## src/rtl/core/itd_pkg.sv

```systemverilog
// shared types and constants of the text feed deframer
`timescale 1ns / 1ps
package itd_pkg;

	localparam int MAX_LENGTH = 65535;
	localparam int LEN_CAP_I = (MAX_LENGTH < 65535) ? MAX_LENGTH : 65535;
	localparam logic [15:0] LEN_CAP = 16'(LEN_CAP_I);

	localparam logic [7:0] CH_NEWLINE = 8'h0A;
	localparam logic [7:0] CH_S       = 8'h53;
	localparam logic [7:0] CH_H       = 8'h48;
	localparam logic [7:0] CH_E       = 8'h45;
	localparam logic [7:0] CH_N       = 8'h4E;
	localparam logic [7:0] CH_M       = 8'h4D;
	localparam logic [7:0] CH_X       = 8'h58;
	localparam logic [7:0] CH_B       = 8'h42;
	localparam logic [7:0] CH_SPACE   = 8'h20;
	localparam logic [7:0] CH_ZERO    = 8'h30;
	localparam logic [7:0] CH_NINE    = 8'h39;

	localparam logic [15:0] SEQ_HEADER = 16'd10;
	localparam logic [6:0] SIZE_NEW       = 7'(66 + 16 + 1);
	localparam logic [6:0] SIZE_MODIFY    = 7'(55 + 16 + 1);
	localparam logic [6:0] SIZE_CANCEL    = 7'(8 + 15 + 1);
	localparam logic [6:0] SIZE_ERRMSG    = 7'(101 + 1);
	localparam logic [6:0] SIZE_HEARTBEAT = 7'(1 + 1);

	localparam logic [2:0] KIND_END       = 3'd0;
	localparam logic [2:0] KIND_HEARTBEAT = 3'd1;
	localparam logic [2:0] KIND_ERRMSG    = 3'd2;
	localparam logic [2:0] KIND_NEW       = 3'd3;
	localparam logic [2:0] KIND_MODIFY    = 3'd4;
	localparam logic [2:0] KIND_CANCEL    = 3'd5;
	localparam logic [2:0] KIND_SNAPSHOT  = 3'd6;

	localparam logic [2:0] ERR_OK         = 3'd0;
	localparam logic [2:0] ERR_SESSION    = 3'd1;
	localparam logic [2:0] ERR_INNER      = 3'd2;
	localparam logic [2:0] ERR_SIZE       = 3'd3;
	localparam logic [2:0] ERR_SIDE       = 3'd4;
	localparam logic [2:0] ERR_DIGITS     = 3'd5;

	typedef struct packed {
		logic [2:0]  kind;
		logic [2:0]  err;
		logic [15:0] len;
		logic        buy;
		logic [55:0] pair;
		logic [49:0] id;
	} itd_event_t;

endpackage

```

## src/rtl/core/itd_parser.sv

```systemverilog
// message state and per-byte parse logic of the deframer
`timescale 1ns / 1ps
module itd_parser (
	input  logic                  clk,
	input  logic                  arst_n,
	input  logic                  step,
	input  logic [7:0]            data_byte,
	output logic                  ev_valid,
	output itd_pkg::itd_event_t   ev
);

	logic        in_msg_q;
	logic [15:0] pos_q;
	logic [2:0]  kind_q;
	logic [6:0]  exp_q;
	logic [2:0]  perr_q;
	logic        side_q;
	logic [55:0] pair_q;
	logic [49:0] id_q;
	logic [1:0]  fend_q;

	logic        n_in;
	logic [15:0] n_pos;
	logic [2:0]  n_kind;
	logic [6:0]  n_exp;
	logic [2:0]  n_perr;
	logic        n_side;
	logic [55:0] n_pair;
	logic [49:0] n_id;
	logic [1:0]  n_fend;

	always_comb begin
		logic        lf;
		logic [15:0] count;
		logic        fin;
		logic        direct;
		logic [15:0] direct_len;
		logic [2:0]  direct_err;
		logic [15:0] ip;
		logic [15:0] pbase;
		logic [15:0] ibase;
		logic [15:0] pk;
		logic        order_kind;
		logic [2:0]  ferr;
		logic        is_digit;

		lf         = (data_byte == itd_pkg::CH_NEWLINE);
		count      = (pos_q < itd_pkg::LEN_CAP) ? pos_q + 16'd1 : itd_pkg::LEN_CAP;
		fin        = 1'b0;
		direct     = 1'b0;
		direct_len = 16'd0;
		direct_err = itd_pkg::ERR_OK;
		ip         = pos_q - itd_pkg::SEQ_HEADER;
		pbase      = (kind_q == itd_pkg::KIND_NEW) ? 16'd2 : 16'd1;
		ibase      = pbase + 16'd7;
		pk         = ip - pbase;
		is_digit   = (data_byte >= itd_pkg::CH_ZERO) && (data_byte <= itd_pkg::CH_NINE);

		n_in   = in_msg_q;
		n_pos  = pos_q;
		n_kind = kind_q;
		n_exp  = exp_q;
		n_perr = perr_q;
		n_side = side_q;
		n_pair = pair_q;
		n_id   = id_q;
		n_fend = fend_q;

		if (!in_msg_q) begin
			// type byte opens a fresh message
			n_in   = 1'b1;
			n_pos  = 16'd1;
			n_kind = itd_pkg::KIND_END;
			n_exp  = 7'd0;
			n_perr = itd_pkg::ERR_OK;
			n_side = 1'b0;
			n_pair = '0;
			n_id   = '0;
			n_fend = 2'b00;
			case (data_byte)
				itd_pkg::CH_S: begin
				end
				itd_pkg::CH_H: begin
					n_kind = itd_pkg::KIND_HEARTBEAT;
					n_exp  = itd_pkg::SIZE_HEARTBEAT;
				end
				itd_pkg::CH_E: begin
					n_kind = itd_pkg::KIND_ERRMSG;
					n_exp  = itd_pkg::SIZE_ERRMSG;
				end
				default: begin
					n_perr = itd_pkg::ERR_SESSION;
					if (lf) begin
						direct     = 1'b1;
						direct_err = itd_pkg::ERR_SESSION;
						direct_len = 16'd1;
					end
				end
			endcase
		end else begin
			n_pos = count;
			if (perr_q != itd_pkg::ERR_OK) begin
				fin = lf;
			end else if (kind_q == itd_pkg::KIND_HEARTBEAT || kind_q == itd_pkg::KIND_ERRMSG) begin
				if ({1'b0, pos_q} + 17'd1 == {10'd0, exp_q}) begin
					if (lf) begin
						fin = 1'b1;
					end else begin
						n_perr = itd_pkg::ERR_SIZE;
					end
				end
			end else if (kind_q == itd_pkg::KIND_END) begin
				if (pos_q == 16'd1 && lf) begin
					direct     = 1'b1;
					direct_err = itd_pkg::ERR_OK;
					direct_len = count;
				end else if (pos_q == itd_pkg::SEQ_HEADER) begin
					case (data_byte)
						itd_pkg::CH_N: begin
							n_kind = itd_pkg::KIND_NEW;
							n_exp  = itd_pkg::SIZE_NEW;
						end
						itd_pkg::CH_M: begin
							n_kind = itd_pkg::KIND_MODIFY;
							n_exp  = itd_pkg::SIZE_MODIFY;
						end
						itd_pkg::CH_X: begin
							n_kind = itd_pkg::KIND_CANCEL;
							n_exp  = itd_pkg::SIZE_CANCEL;
						end
						itd_pkg::CH_S: begin
							n_kind = itd_pkg::KIND_SNAPSHOT;
							n_exp  = 7'd0;
						end
						default: begin
							n_perr = itd_pkg::ERR_INNER;
						end
					endcase
					fin = lf;
				end else if (pos_q > itd_pkg::SEQ_HEADER) begin
					fin = lf;
				end
			end else if (lf) begin
				fin = 1'b1;
			end else if (kind_q >= itd_pkg::KIND_NEW && kind_q <= itd_pkg::KIND_CANCEL) begin
				if (kind_q == itd_pkg::KIND_NEW && ip == 16'd1) begin
					if (data_byte == itd_pkg::CH_B) begin
						n_side = 1'b1;
					end else if (data_byte == itd_pkg::CH_S) begin
						n_side = 1'b0;
					end else begin
						n_perr = itd_pkg::ERR_SIDE;
					end
				end else if (ip >= pbase && pk < 16'd7) begin
					// pair text, zeroed from the first space on
					if (data_byte == itd_pkg::CH_SPACE) begin
						n_fend[0] = 1'b1;
					end else if (!fend_q[0]) begin
						for (int k = 0; k < 7; k++) begin
							if (pk[2:0] == 3'(k)) begin
								n_pair[8*(6-k) +: 8] = pair_q[8*(6-k) +: 8] | data_byte;
							end
						end
					end
				end else if (ip >= ibase && ip < ibase + 16'd15) begin
					if (data_byte == itd_pkg::CH_SPACE) begin
						if (ip == ibase) begin
							n_perr = itd_pkg::ERR_DIGITS;
						end else begin
							n_fend[1] = 1'b1;
						end
					end else if (is_digit && !fend_q[1]) begin
						n_id = (id_q << 3) + (id_q << 1) + {42'd0, data_byte - itd_pkg::CH_ZERO};
					end else begin
						n_perr = itd_pkg::ERR_DIGITS;
					end
				end
			end
		end

		// end of message: size check against the updated kind
		order_kind = (n_kind >= itd_pkg::KIND_NEW) && (n_kind <= itd_pkg::KIND_CANCEL);
		ferr = n_perr;
		if (order_kind && ({1'b0, count} != {10'd0, n_exp} + 17'd10)) begin
			ferr = itd_pkg::ERR_SIZE;
		end

		ev_valid = fin | direct;
		ev       = '0;
		if (direct) begin
			ev.kind = itd_pkg::KIND_END;
			ev.err  = direct_err;
			ev.len  = direct_len;
		end else if (fin) begin
			ev.kind = n_kind;
			ev.err  = ferr;
			ev.len  = count;
			if (ferr == itd_pkg::ERR_OK && order_kind) begin
				ev.buy  = (n_kind == itd_pkg::KIND_NEW) ? n_side : 1'b0;
				ev.pair = n_pair;
				ev.id   = n_id;
			end
		end

		if (fin | direct) begin
			n_in   = 1'b0;
			n_pos  = 16'd0;
			n_kind = itd_pkg::KIND_END;
			n_exp  = 7'd0;
			n_perr = itd_pkg::ERR_OK;
			n_side = 1'b0;
			n_pair = '0;
			n_id   = '0;
			n_fend = 2'b00;
		end
	end

	always_ff @(posedge clk or negedge arst_n) begin
		if (!arst_n) begin
			in_msg_q <= 1'b0;
			pos_q    <= 16'd0;
			kind_q   <= itd_pkg::KIND_END;
			exp_q    <= 7'd0;
			perr_q   <= itd_pkg::ERR_OK;
			side_q   <= 1'b0;
			pair_q   <= '0;
			id_q     <= '0;
			fend_q   <= 2'b00;
		end else if (step) begin
			in_msg_q <= n_in;
			pos_q    <= n_pos;
			kind_q   <= n_kind;
			exp_q    <= n_exp;
			perr_q   <= n_perr;
			side_q   <= n_side;
			pair_q   <= n_pair;
			id_q     <= n_id;
			fend_q   <= n_fend;
		end
	end

`ifndef SYNTHESIS
	// between messages all state sits at its cleared value
	a_idle_clear: assert property (@(posedge clk) disable iff (!arst_n)
		!in_msg_q |-> (pos_q == 16'd0 && perr_q == itd_pkg::ERR_OK && id_q == '0))
		else $error("parser state not cleared between messages");
	a_kind_range: assert property (@(posedge clk) disable iff (!arst_n)
		kind_q <= itd_pkg::KIND_SNAPSHOT)
		else $error("message kind out of range");
	a_error_clean: assert property (@(posedge clk) disable iff (!arst_n)
		(ev_valid && ev.err != itd_pkg::ERR_OK) |-> (!ev.buy && ev.pair == '0 && ev.id == '0))
		else $error("error event carries order fields");
`endif

endmodule

```

## src/rtl/core/itd_out_reg.sv

```systemverilog
// result register of the deframer
`timescale 1ns / 1ps
module itd_out_reg (
	input  logic                  clk,
	input  logic                  arst_n,
	input  logic                  load,
	input  itd_pkg::itd_event_t   ev_in,
	input  logic                  taken,
	output logic                  valid,
	output itd_pkg::itd_event_t   ev_out
);

	logic                valid_q;
	itd_pkg::itd_event_t ev_q;

	always_ff @(posedge clk or negedge arst_n) begin
		if (!arst_n) begin
			valid_q <= 1'b0;
		end else if (load) begin
			valid_q <= 1'b1;
		end else if (taken) begin
			valid_q <= 1'b0;
		end
	end

	always_ff @(posedge clk) begin
		if (load) begin
			ev_q <= ev_in;
		end
	end

	assign valid  = valid_q;
	assign ev_out = ev_q;

endmodule

```

## src/rtl/core/itch_text_feed_deframer.sv

```systemverilog
// top level of the text feed deframer: input register, parser, result register
//
//  channel  | handshake                | payload
//  ---------+--------------------------+----------------------------------------
//  byte in  | byte_valid / byte_ready  | data_byte
//  event out| event_valid / event_ready| event_kind, fault_code, message_length,
//           |                          | is_buy, pair_text, order_id
//
// one byte per clock sustained unless a waiting event holds the input; an event is
// valid once the byte that closes its message has left the input register and
// its event is loaded into the result register; all parse state lives in one
// set of registers updated once per byte; arst_n clears the handshake and
// message state; no warm-up period; while an event waits the input register still takes one byte
`timescale 1ns / 1ps
module itch_text_feed_deframer (
	input  logic        clk,
	input  logic        arst_n,
	input  logic        byte_valid,
	output logic        byte_ready,
	input  logic [7:0]  data_byte,
	output logic        event_valid,
	input  logic        event_ready,
	output logic [2:0]  event_kind,
	output logic [2:0]  fault_code,
	output logic [15:0] message_length,
	output logic        is_buy,
	output logic [55:0] pair_text,
	output logic [49:0] order_id
);

	logic                byte_v_s1;
	logic [7:0]          byte_s1;
	logic                step;
	logic                ev_valid;
	itd_pkg::itd_event_t ev;
	itd_pkg::itd_event_t ev_out;

	// parse a held byte whenever the result register can take its event
	assign step       = byte_v_s1 && (!event_valid || event_ready);
	assign byte_ready = !byte_v_s1 || step;

	always_ff @(posedge clk or negedge arst_n) begin
		if (!arst_n) begin
			byte_v_s1 <= 1'b0;
		end else if (byte_ready) begin
			byte_v_s1 <= byte_valid;
		end
	end

	always_ff @(posedge clk) begin
		if (byte_ready && byte_valid) begin
			byte_s1 <= data_byte;
		end
	end

	itd_parser u_parser (
		.clk       (clk),
		.arst_n    (arst_n),
		.step      (step),
		.data_byte (byte_s1),
		.ev_valid  (ev_valid),
		.ev        (ev)
	);

	itd_out_reg u_out (
		.clk    (clk),
		.arst_n (arst_n),
		.load   (step && ev_valid),
		.ev_in  (ev),
		.taken  (event_valid && event_ready),
		.valid  (event_valid),
		.ev_out (ev_out)
	);

	assign event_kind     = ev_out.kind;
	assign fault_code     = ev_out.err;
	assign message_length = ev_out.len;
	assign is_buy         = ev_out.buy;
	assign pair_text      = ev_out.pair;
	assign order_id       = ev_out.id;

`ifndef SYNTHESIS
	// a byte stuck behind a waiting event must stay put
	a_hold_s1: assert property (@(posedge clk) disable iff (!arst_n)
		(byte_v_s1 && event_valid && !event_ready) |=> (byte_v_s1 && $stable(byte_s1)))
		else $error("held byte lost while event waits");
	a_ready_busy: assert property (@(posedge clk) disable iff (!arst_n)
		!byte_ready |-> (byte_v_s1 && event_valid))
		else $error("input stalled without a waiting event");
	a_event_hold: assert property (@(posedge clk) disable iff (!arst_n)
		(event_valid && !event_ready) |=> (event_valid && $stable(ev_out)))
		else $error("waiting event changed or dropped");
`endif

endmodule

```

## config.mk

```make
export PLATFORM = sky130hd
export DESIGN_NAME = itch_text_feed_deframer
export DESIGN_NICKNAME = d
export VERILOG_FILES = /design/src/rtl/core/itd_pkg.sv /design/src/rtl/core/itd_parser.sv /design/src/rtl/core/itd_out_reg.sv /design/src/rtl/core/itch_text_feed_deframer.sv
export SDC_FILE = /design/constraint.sdc
export NUM_CORES = 1
export LEC_CHECK = 0
export ABC_AREA = 1
export BUFFER_PORTS_ARGS = -buffer_cell sky130_fd_sc_hd__clkbuf_2
export CAP_MARGIN = 15
export CORE_MARGIN = 4
export CORE_UTILIZATION = 40
export CTS_CLUSTER_SIZE = 10
export DETAILED_ROUTE_END_ITERATION = 10
export GPL_TIMING_DRIVEN = 0
export SYNTH_ARGS = -nofsm -noshare
export SYNTH_HDL_FRONTEND = slang
export SYNTH_HIERARCHICAL = 1
export SYNTH_SLANG_ARGS = --single-unit
```

## constraint.sdc

```tcl
create_clock -name clk -period 8.25 [get_ports clk]
set_clock_uncertainty 0.15 [all_clocks]
set_input_delay 1.65 -clock clk [delete_from_list [all_inputs] [get_ports clk]]
set_output_delay 1.65 -clock clk [all_outputs]
set_load 0.005 [all_outputs]
```

==> results of run 1 <==
-- registers in the layout, indices dropped and copies added, names as in the netlist, 2 cells and up --
name             count
u_out/ev_out       129
u_parser/id_q       50
u_parser/kind_q      3
byte_s1              8
u_parser/fend_q      2
u_parser/perr_q      3
u_parser/pos_q      16
u_parser/pair_q     56
u_parser/exp_q       7
-- worst max-delay path, delay by kind of cell (launching register included) --
family                   cells  cell delay (ps)
AND/OR/NAND/NOR             17             2860
adder cells (fa/ha/maj)      2              840
buffers and inverters        3              700
XOR/XNOR                     1              400
flip-flops                   1              380
-- metal layers --
layer,share of wire [%],global-route usage [%],vias to the layer above
met4,3.1,7.10,0
met2,48,36.9,440
met3,4.9,3.12,95
met1,44,28.9,7553
li1,-,-,7745
met5,0,0,-
-- through the flow --
stage	setup slack, ps	power [mW]	hold WS (ps)	std cells
final	2670	3.67	349	3032
after global routing	2090	3.84	405	3032
after CTS	2730	3.71	351	3032
after detailed placement	2790	2.14	338	2970
after global placement	-12.4	2.12	318	2965
after floorplan	2160	1.93	298	2231
-- synth_stat cells, types with 3 or more instances --
cell and n:
a21o_1 9, nand3_1 104, xnor2_1 27, a21oi_1 106, o21ai_1 13, o21a_1 13
ha_1 106, o21ai_0 179, clkbuf_1 36, dfrtp_1 141, nor2_2 16, nor4_1 4
nor2_4 37, nor3_1 30, nor2_1 283, a31oi_1 5, a21boi_0 9, edfxtp_1 137
nand3b_1 4, buf_4 7, buf_2 15, o22ai_1 44, clkinv_1 3, nand4_1 49
and3_1 3, o211ai_1 16, o21bai_1 5, xor2_1 33, inv_1 315, buf_1 3
fa_1 8, nand2_2 9, nand2_1 420, inv_2 10
-- logic make-up after synthesis --
group                    count (synthesis)  share of synthesized area [%]
XOR/XNOR                                61                           3.02
AO/OA/AOI/OAI                          410                           12.7
AND/OR/NAND/NOR                        971                           24.4
adder cells (fa/ha/maj)                114                           8.29
flip-flops                             278                           42.6
multiplexers                             2                          0.112
buffers and inverters                  395                           8.86
-- area by class of cell --
cell class / count / area, um^2 / share of cell area [%]
sequential: 278 / 7640 / 37.0
buffer: 66 / 352 / 1.70
timing repair buffer: 147 / 835 / 4.04
multi-input combinational: 1558 / 8710 / 42.1
inverter: 329 / 1240 / 5.98
clock inverter: 8 / 126 / 0.611
clock buffer: 54 / 1030 / 4.99
tap: 592 / 741 / 3.58
-- worst max-delay path by stage --
stage                     depth (start not counted)                         end                            from  slack, ps
after global placement                           16  u_out/ev_out[43]$_DFFE_PP_   u_parser/pos_q[1]$_DFFE_PN0P_        -10
after detailed placement                         23   u_out/ev_out[0]$_DFFE_PP_  u_parser/kind_q[1]$_DFFE_PN0P_       2790
after global routing                             23   u_out/ev_out[0]$_DFFE_PP_  u_parser/kind_q[1]$_DFFE_PN0P_       2090
after CTS                                        23   u_out/ev_out[0]$_DFFE_PP_  u_parser/kind_q[1]$_DFFE_PN0P_       2730
final                                            23   u_out/ev_out[1]$_DFFE_PP_  u_parser/kind_q[1]$_DFFE_PN0P_       2670
after floorplan                                  16   u_out/ev_out[0]$_DFFE_PP_   u_parser/pos_q[1]$_DFFE_PN0P_       2160
-- where the power goes --
group	switching (mW)	total (mW)	leakage, nW	internal (mW)
Clock	0.595	1.55	0.558	0.956
Combinational	0.463	0.620	5.64	0.157
Sequential	0.0327	1.50	3.43	1.47
Total	1.09	3.67	9.62	2.58
==> flow_summary.json, run 1 <==
{
  "cpPeakStageDelay_ps": 830,
  "final_common_cell": "nand2_1",
  "nets": 2542,
  "cp.arrival_ps": 5740,
  "dpl_cell_area_um2": 19500,
  "final_cell_mix": "nand2_1, inv_1, nor2_1",
  "h-tree-depth": 2,
  "maxSlewViolCount": 0,
  "timing.fmax_mhz": 179,
  "cts_buffers": 36,
  "fp-row-count": 77,
  "drt-initial-drc-count": 1188,
  "fillers": 4359,
  "path_common_cell": "nor2_1",
  "rsz0062_at_grt": "false",
  "synth.top_cell.area_share_pct": 22.9,
  "synth_edf_count": 137,
  "stdcell_area_um2": 20700,
  "drcViolationCount": 0,
  "n_antenna_cell": 0,
  "end_kind": "flop",
  "die_w_um": 220,
  "grt_max_degree": 73,
  "worstMarginPinSlew_ps": 1220,
  "critPathSlowestCell": "nor3_1",
  "whs_path_depth": 2,
  "synth_top_cell_by_area": "edfxtp_1",
  "fp.dieArea_um2": 48300,
  "grt_pass1_wl_um": 83800,
  "ir_worst_vdd_v": 0.000128,
  "path_clk_slew_ps": 50,
  "insertion_delay_ps": 550,
  "place_congestion": 0.948,
  "drtAntennaViolNets": 0,
  "ys_types": 55,
  "clockBufferDepth": 3,
  "status": "complete, no violations",
  "chipHeight_um": 220,
  "post-route-period-util_pct": 67.7,
  "postSynthAreaPerCell_um2": 8.04,
  "root_buffer": "clkbuf_16",
  "tritoncts": "yes",
  "num_io_pins": 143,
  "utilization_pct": 46.7,
  "wl_um": 52900,
  "core_area_um2": 44300,
  "yosysWarnings": 6,
  "relSlewSlack_pct": 17.7,
  "period_minus_slack_ps": 5580,
  "r2r_slack_ps": 2670,
  "synth-seq-cells": 278,
  "r2r-end": "u_out/ev_out[1]$_DFFE_PP_",
  "postSynthCellCount": 2231,
  "grtUsageTotal_pct": 21.8,
  "crit_type": "flop to flop",
  "cts.sinks": 278,
  "hold_class": "flop to flop",
  "wl_per_cell_um": 17.5,
  "postCtsSetupRepairBufs": 0,
  "setup_tns_ps": 0,
  "seq_area_frac_synth_pct": 42.6,
  "grt_antenna_before_repair": 1,
  "grt-ovfl-total": 0,
  "cp_data_required_time_ps": 8400,
  "area_growth_syn_to_layout_pct": 15.3,
  "ctsResizeCount": 0,
  "grt_pass1_vias": 15652,
  "drt-pass1-iter-count": 8,
  "cap_violations": 0,
  "hold_start": "u_parser/id_q[49]$_DFFE_PN0P_",
  "power_density_nw_per_um2": 178,
  "syn-num-nets": 2357,
  "layout-drive-gt1-share_pct": 12.5,
  "min_to": "u_parser/id_q[49]$_DFFE_PN0P_",
  "hold_viol_final": 0,
  "portBuffers": 142,
  "rr_startpoint": "u_parser/kind_q[1]$_DFFE_PN0P_",
  "vias": 15833,
  "rr_worst_depth": 23,
  "p_leak_nw": 9.62,
  "synthesis.area_um2": 17900,
  "finalSetupViolations": 0,
  "viasPerCell": 5.22,
  "ys_top_cells_by_area": "edfxtp_1, dfrtp_1, nand2_1",
  "synthArstFlopShare_pct": 50.7,
  "crit_chain": "inv_1, nor3_1, inv_1, ha_1, fa_1, xor2_2, nor2_1, nor2_1, nand2_1, nor2_1, nand2_1, nor2_1, nand3_1, nor2_1, nand2_1, nand4_1, nand3_1, nand2_1, nand2_1, nor2_4, nand3_4, buf_6, nor2_1",
  "yosys_most_used_dff": "dfrtp_1",
  "start_util_pct": 40.5,
  "dpl.hpwl_um": 40300,
  "cp-start-kind": "flop",
  "cts.hold.buffers_added": 0,
  "critPathMaxFanout": 10
}
Power figures use the tool's default switching activity.
==> run 2, diff against run 1 <==
clock period = 5.55 ns   (was 8.25 ns; I/O delays follow)
==> flow_summary.json, run 2 (synthesis results as in run 1) <==
{
  "status": "complete, no violations",
  "cts.hold.buffers_added": 0,
  "rr_startpoint": "u_parser/kind_q[2]$_DFFE_PN0P_",
  "end_kind": "flop",
  "nets": 2542,
  "rsz0062_at_grt": "false",
  "chipHeight_um": 220,
  "cap_violations": 0,
  "n_antenna_cell": 0,
  "fin_hold_ws_ps": 319,
  "maxSlewViolCount": 0,
  "cp_data_required_time_ps": 5700,
  "tritoncts": "yes",
  "path_clk_slew_ps": 50,
  "crit_start": "u_parser/kind_q[2]$_DFFE_PN0P_",
  "grt_max_degree": 107,
  "drcViolationCount": 0,
  "vias": 15762,
  "ir_worst_vdd_v": 0.000241,
  "clockBufferDepth": 3,
  "drtAntennaViolNets": 0,
  "grt_antenna_before_repair": 0,
  "relSlewSlack_pct": 28.6,
  "crit_type": "flop to flop",
  "period_minus_slack_ps": 5130,
  "finalSetupViolations": 0,
  "layout-drive-gt1-share_pct": 12.5,
  "dpl.hpwl_um": 40200,
  "final_cell_mix": "nand2_1, inv_1, nor2_1",
  "viasPerCell": 5.20,
  "cts_buffers": 35,
  "h-tree-depth": 2,
  "critPathMaxFanout": 10,
  "wl_per_cell_um": 17.4,
  "grt-ovfl-total": 0,
  "final_common_cell": "nand2_1",
  "p_leak_nw": 9.42,
  "cts.sinks": 278,
  "start_util_pct": 40.5,
  "hold_class": "input pin to asynchronous set/reset pin",
  "stdcell_area_um2": 20600,
  "largest_reg_flops": 129,
  "fp.dieArea_um2": 48300,
  "power_density_nw_per_um2": 256,
  "worstMarginPinSlew_ps": 1060,
  "root_buffer": "clkbuf_16",
  "post-route-period-util_pct": 92.5,
  "setup_tns_ps": 0,
  "cp.arrival_ps": 5280,
  "postCtsSetupRepairBufs": 0,
  "place_congestion": 0.956,
  "grt_pass1_vias": 15616,
  "grt_pass1_wl_um": 84200,
  "hold_viol_final": 0,
  "die_w_um": 220,
  "grtUsageTotal_pct": 21.9,
  "area_growth_syn_to_layout_pct": 14.7,
  "portBuffers": 142,
  "fp-row-count": 77,
  "core_area_um2": 44300,
  "p_total_mw": 5.27,
  "num_io_pins": 143,
  "dp_cells": 2970,
  "cp-start-kind": "flop",
  "dpl_cell_area_um2": 19500,
  "wl_um": 52600,
  "ctsResizeCount": 1,
  "timing.fmax_mhz": 195,
  "drt-pass1-iter-count": 6,
  "final_cells": 3033,
  "drt-initial-drc-count": 1254,
  "insertion_delay_ps": 550
}
run 2: cell count changes in the layout (fill, tap and decap cells not counted):
cell,delta
clkinv_2,+2
bufinv_16,-3
clkinv_8,-1
clkbuf_16,-3
clkbuf_4,+1
inv_16,+1
clkbuf_1,+4
clkinv_1,-1
nor3_1,-1
clkbuf_8,+1
nor3_4,+1
run 2: final timing paths:
| kind | to | slack (ps) | depth (start not counted) |
|---|---|---|---|
| worst max-delay path | u_out/ev_out[0]$_DFFE_PP_ | 420 | 22 |
| worst min-delay path | u_parser/id_q[17]$_DFFE_PN0P_ | 320 | 1 |
| worst max register to register | u_out/ev_out[0]$_DFFE_PP_ | 420 | 22 |
| worst min register to register | u_parser/id_q[49]$_DFFE_PN0P_ | 350 | 2 |
| max in group asynchronous | u_parser/exp_q[5]$_DFFE_PN0P_ | 3990 | 2 |
| min in group clk | u_parser/id_q[49]$_DFFE_PN0P_ | 350 | 2 |
run 2: final cells by class:
type                            count  area, um^2
Buffer                             66         352
Clock buffer                       56         985
Clock inverter                      6        46.3
Fill cell                        4422       23700
Inverter                          329        1240
Multi-Input combinational cell   1558        8730
Sequential cell                   278        7640
Tap cell                          592         741
Timing Repair Buffer              148         842
run 2: per-layer routing:
metal / global-route usage, % / part of all wire [%]
met4: 6.78 / 2.7
met3: 3.49 / 5.4
met5: 0 / 0
met1: 29.1 / 44
met2: 36.9 / 48
run 2: report_power, final:
| group | leakage (nW) | internal, mW | switching [mW] |
|---|---|---|---|
| sequential | 3.30 | 2.18 | 0.0478 |
| clock | 0.499 | 1.22 | 0.887 |
| combinational | 5.62 | 0.239 | 0.689 |
run 2: worst max-delay path: stages, from the launching register on:
cell and delay [ps]:
dfrtp_1 460, nor3_4 430, inv_1 230, ha_1 310, fa_1 470, xor2_2 450
nor2_1 120, nor2_1 200, nand2_1 80, nor2_1 90, nand2_1 60, nor2_1 80
nand3_1 70, nor2_1 120, nand2_1 190, nand4_1 150, nand3_1 80, nand2_1 80
nand2_1 110, nor2_4 150, nand3_4 220, buf_6 250, nor2_1 330
run 2: through the flow:
stage / util, % / setup WS (ps)
after floorplan: - / 927
after global placement: 43.8 / -552
after detailed placement: 44.0 / -28.5
after CTS: 46.4 / 355
after global routing: 46.4 / 60.5
final: 46.4 / 416
